===== config.mk =====
export PLATFORM = sky130hd
export DESIGN_NAME = atht_ram
export DESIGN_NICKNAME = d
export VERILOG_FILES = /design/src/hdl/atht_ram.sv
export SDC_FILE = /design/constraint.sdc
export NUM_CORES = 1
export LEC_CHECK = 0
export BUFFER_PORTS_ARGS = -buffer_cell sky130_fd_sc_hd__buf_2
export CORE_UTILIZATION = 50
export CTS_BUF_LIST = sky130_fd_sc_hd__clkbuf_8
export CTS_CLUSTER_DIAMETER = 80
export DETAILED_ROUTE_END_ITERATION = 6
export HOLD_SLACK_MARGIN = 0.08
export PLACE_DENSITY = 0.79
export SLEW_MARGIN = 20
export SYNTH_ARGS = -nofsm -noshare
export SYNTH_HDL_FRONTEND = slang
export SYNTH_SLANG_ARGS = --single-unit

===== constraint.sdc =====
create_clock -name clk -period 2.48 [get_ports clk]
set_input_delay 0.496 -clock clk [delete_from_list [all_inputs] [get_ports clk]]
set_output_delay 0.496 -clock clk [all_outputs]
set_load 0.1 [all_outputs]

===== src/hdl/atht_ram.sv =====
// ----------------------------------------------------------------------------
// Generic simple dual-port RAM
// One write port and one read port, read data registered.
// ----------------------------------------------------------------------------
module atht_ram #(
	parameter int WIDTH = 8,
	parameter int DEPTH = 16
) (
	input  logic                                        clk,
	input  logic                                        we,
	input  logic [((DEPTH > 1) ? $clog2(DEPTH) : 1)-1:0] waddr,
	input  logic [WIDTH-1:0]                            wdata,
	input  logic [((DEPTH > 1) ? $clog2(DEPTH) : 1)-1:0] raddr,
	output logic [WIDTH-1:0]                            rdata
);

	logic [WIDTH-1:0] mem [DEPTH];

	always_ff @(posedge clk) begin
		if (we) begin
			mem[waddr] <= wdata;
		end
		rdata <= mem[raddr];
	end

endmodule


After elaboration in Yosys (flattened, before gate mapping)
Memories as Yosys holds them, arrays and structs flattened. A register that Yosys moved wholly into a read port is not among the register bits.
Index checks and enable logic that the tools add are counted.
- bits in registers: 0
- bits in writable memories: 128
- logic and storage cells: 3
- memories kept: 1
- muxes and demuxes: 2
- memory list (memory ; words ; width ; rd ports ; clocked after memory_dff ; wr ports ; RTL line ; source):
    mem ; 16 ; 8 ; 1 ; 1 ; 1 ; 17 ; logic [WIDTH-1:0] mem [DEPTH];
- operators by type and width (cell ; number):
    $mux W1 ; 2

Depth between registers and ports, before layout
- depth after elaboration: 2
- mapped depth: 5

Worst setup path before layout
Ideal clock, no wire load.
- path type: input -> register
- start point: input waddr[2] in the netlist's numbering
- end point: memory mem[0][0], enable pin
- arrival time: 1.606 ns
- data required time: 2.097 ns
- path slack: 0.491 ns
- cell stages on the path: 2
- cells stage by stage: or3b_2 nor3_1
- RTL lines (what ; RTL line ; source):
    from (decl) ; 11 ; input logic [((DEPTH > 1) ? $clog2(DEPTH) : 1)-1:0] waddr,
    to (decl) ; 17 ;
No word-level cell before the write port.

Worst setup path after layout
- start point: register rdata[7], read port of mem
- end point: output rdata[7]
- RTL lines (what ; RTL line ; source):
    from (decl) ; 14 ; output logic [WIDTH-1:0] rdata
No word-level cell between the ends.

==> key figures <==
Cells and area
  – Layout cells sized above 1: 0.295
  – Nets: 300
  – Area grow syn2layout: 14.6%
  – Ant diodes: 0
  – Post-route cell area: 5900 sq um

Timing
  – Slew Viols, Final: 0
  – Unrepaired setup endpoints after global routing: false
  – Fin crit period: 1.73 ns
  – Setup TNS: 0 ns
  – Hold_ws: 0.446 ns
  – Max_slew headroom: 0.526
  – Hold Fails Final Rpt: 0
  – Fin crit share: 0.699
  – Fmax: 0.577 GHz
  – PnR worst setup slack: 0.747 ns
  – Final setup fails: 0
  – Worst Tran Pin Value: 0.710 ns
  – Worst Skew: 0.00912 ns

Clock network
  – CTS hold repair buffers: 0
  – Num CTS Buffers: 17
  – Clock Tree Buf Depth: 2
  – Post-CTS Setup Bufs: 0
  – Clock root buffer: clkbuf_8
  – Post-CTS Resized: 0
  – CTS tree: done
  – Clock transition at path regs: 0.07 ns
  – Insertion delay to the later sink of the worst-skew pair: 0.43 ns
  – Number of H-tree levels: 4
  – CTS sink cnt: 136

Die
  – Num rows: 36
  – Core area: 9860 sq um
  – Die Wd: 103 um
  – Die height: 103 um
  – IO Count: 26
  – Starting Density: 0.522
  – Area of the die: 10700 sq um

Drt
  – DRC violations left: 0
  – DR WL/cell: 21.6 um
  – Routed vias: 2429
  – Drt first pass iters: 4
  – Via-to-Cell Ratio: 5.68
  – Drt initial violations: 187
  – Routed Antenna Nets: 0
  – Final WL: 9250 um

Critical path
  – Critical path buffer and inverter count: 1
  – FF-to-FF setup slack: 1.11 ns
  – R2r endpoint: rdata[2]
  – Worst r2r src: mem[0][2]
  – Req. time, crit path: 1.98 ns
  – R2R depth: 3
  – Crit Path Class: reg -> out
  – CP max-delay cell: buf_2
  – Critical path arrival: 1.24 ns
  – Slowest stage delay, CP: 0.44 ns
  – Largest fanout on the critical path: 1
  – Critical Path Sink Type: output port
  – Crit path max-delay family: buffers and inverters
  – Worst path cell trace: buf_2
  – Crit path launch type: register
  – CP Launch Point: rdata[7]

Logic synthesis
  – Number of synthesized flops with an enable pin: 128
  – Ys async rst share: 0
  – Count leader, synth: edfxtp_1
  – Seq/Total Area, Yosys: 0.778
  – Synthesized instance count: 229
  – Largest family of logic cells by synthesized area: multiplexers
  – Post-synthesis mux area share: 0.150
  – Net Count, Synth: 247
  – Synth Area in Compound Gates: 0.0233
  – Commonest cells in the synthesized netlist: 128 x edfxtp_1, 18 x mux4_2, 16 x a22oi_1
  – Adder-cell share of the synthesized area: 0
  – Synth unique cells: 19
  – Ys flop type: edfxtp_1
  – Synth Warn #: 0
  – Cell Area, Synth: 5150 sq um
  – Synth top area share: 0.747
  – Post-Syn Area per Cell: 22.5 sq um
  – Post-synth top area cell: edfxtp_1
  – Synth Register Bits: 136
  – Synth Area in Simple Gates: 0.0318
  – Post-synthesis xor/xnor area fraction: 0
  – Area contributors post-synth: edfxtp_1 75%, mux4_2 7.9%, mux4_1 7.1%

Worst hold path
  – Tightest Hold Check Type: in -> reg
  – Cell count of the worst hold path: 1
  – Min-Delay Startpoint: wdata[3]
  – Hold Crit Endpoint: mem[0][3]

Global route
  – All-Layer GR Usage: 0.197
  – Vias in the first global route: 2487
  – Antenna violations before repair: 0
  – Total grt overflow: 0
  – First-pass GRT wire length: 13900 um
  – Pin count of the biggest net entering global routing: 33

Place
  – HPWL reported at the end of detailed placement: 6080 um
  – IO buf count: 25
  – Final GP Congestion: 0.851
  – Pre-CTS setup slack: 0.473 ns
  – Dpl cell area: 5520 sq um

Power
  – Leakage power: 0.00201 uW
  – Total Power: 4650 uW
  – PD cells: 788 nW/um^2
  – IR drop worst, VDD: 0.424 mV

Status
  – Status: completed

Job
  – Maxcap violations: 0
## cells in the final DEF (no fill, tap or decap), types with 2 or more instances in the layout
| cell type | count |
|---|---|
| mux4_2 | 18 |
| mux4_1 | 14 |
| buf_4 | 17 |
| bufinv_16 | 3 |
| clkinv_1 | 3 |
| edfxtp_1 | 128 |
| clkbuf_8 | 17 |
| nor2_1 | 13 |
| nand3b_1 | 2 |
| a22oi_1 | 16 |
| clkinv_2 | 2 |
| inv_1 | 5 |
| nand2_1 | 9 |
| dfxtp_1 | 8 |
| buf_2 | 25 |
| nand2b_1 | 2 |
| buf_12 | 2 |
| nor3_1 | 4 |
## worst max path at each step
stage                      to  slack (ns)  cells past startpoint
floorplan           mem[0][0]        0.49                      2
global placement     rdata[1]        0.52                      5
detailed placement   rdata[2]        0.47                      5
CTS                  rdata[1]        0.70                      1
global route         rdata[1]        0.69                      1
finish               rdata[7]        0.75                      1
## cell type report
class | instances | area (sq um)
sequential | 136 | 4000
fill | 699 | 3960
multi-input combinational | 83 | 1060
timing repair buffer | 44 | 293
clock buffer | 17 | 234
tap | 133 | 166
clock inverter | 15 | 146
## per-stage QoR
stage,instances,util
after floorplan,229,-
after global placement,396,0.560
after detailed placement,396,0.560
after CTS,428,0.598
after global routing,428,0.598
final,428,0.598
## routing by layer
layer	wire length, um	track usage	up-vias	share of wire
met5	0	0	-	0
met4	159	0.0769	0	0.017
met1	3610	0.248	1234	0.39
met2	4720	0.319	106	0.51
met3	759	0.0652	15	0.082
li1	-	-	1074	-
## worst register-to-register path, delay by kind of cell (launching register included)
family | cells | cell delay (ns)
AO/OA/AOI/OAI | 1 | 0.27
multiplexers | 1 | 0.51
flip-flops | 1 | 0.37
AND/OR/NAND/NOR | 1 | 0.11
## where the power goes
part           internal [uW]  switching [uW]  total, uW  leakage [uW]
sequential              2570            16.5       2580       0.00122
combinational            103             241        343      0.000581
clock                    961             760       1720      0.000208
total                   3630            1020       4650       0.00201
## logic make-up (layout without fill, tap and decap cells)
family	count (synthesis)	count (layout)
muxes	32	32
and+or+nand+nor	35	35
AOI/OAI and AO/OA	16	16
DFF	136	136
buffers and inverters	10	76
## sequential cells by signal, indices dropped and copies added (netlist names)
register / cells
rdata: 8
mem: 128
Power figures use the tool's default switching activity.
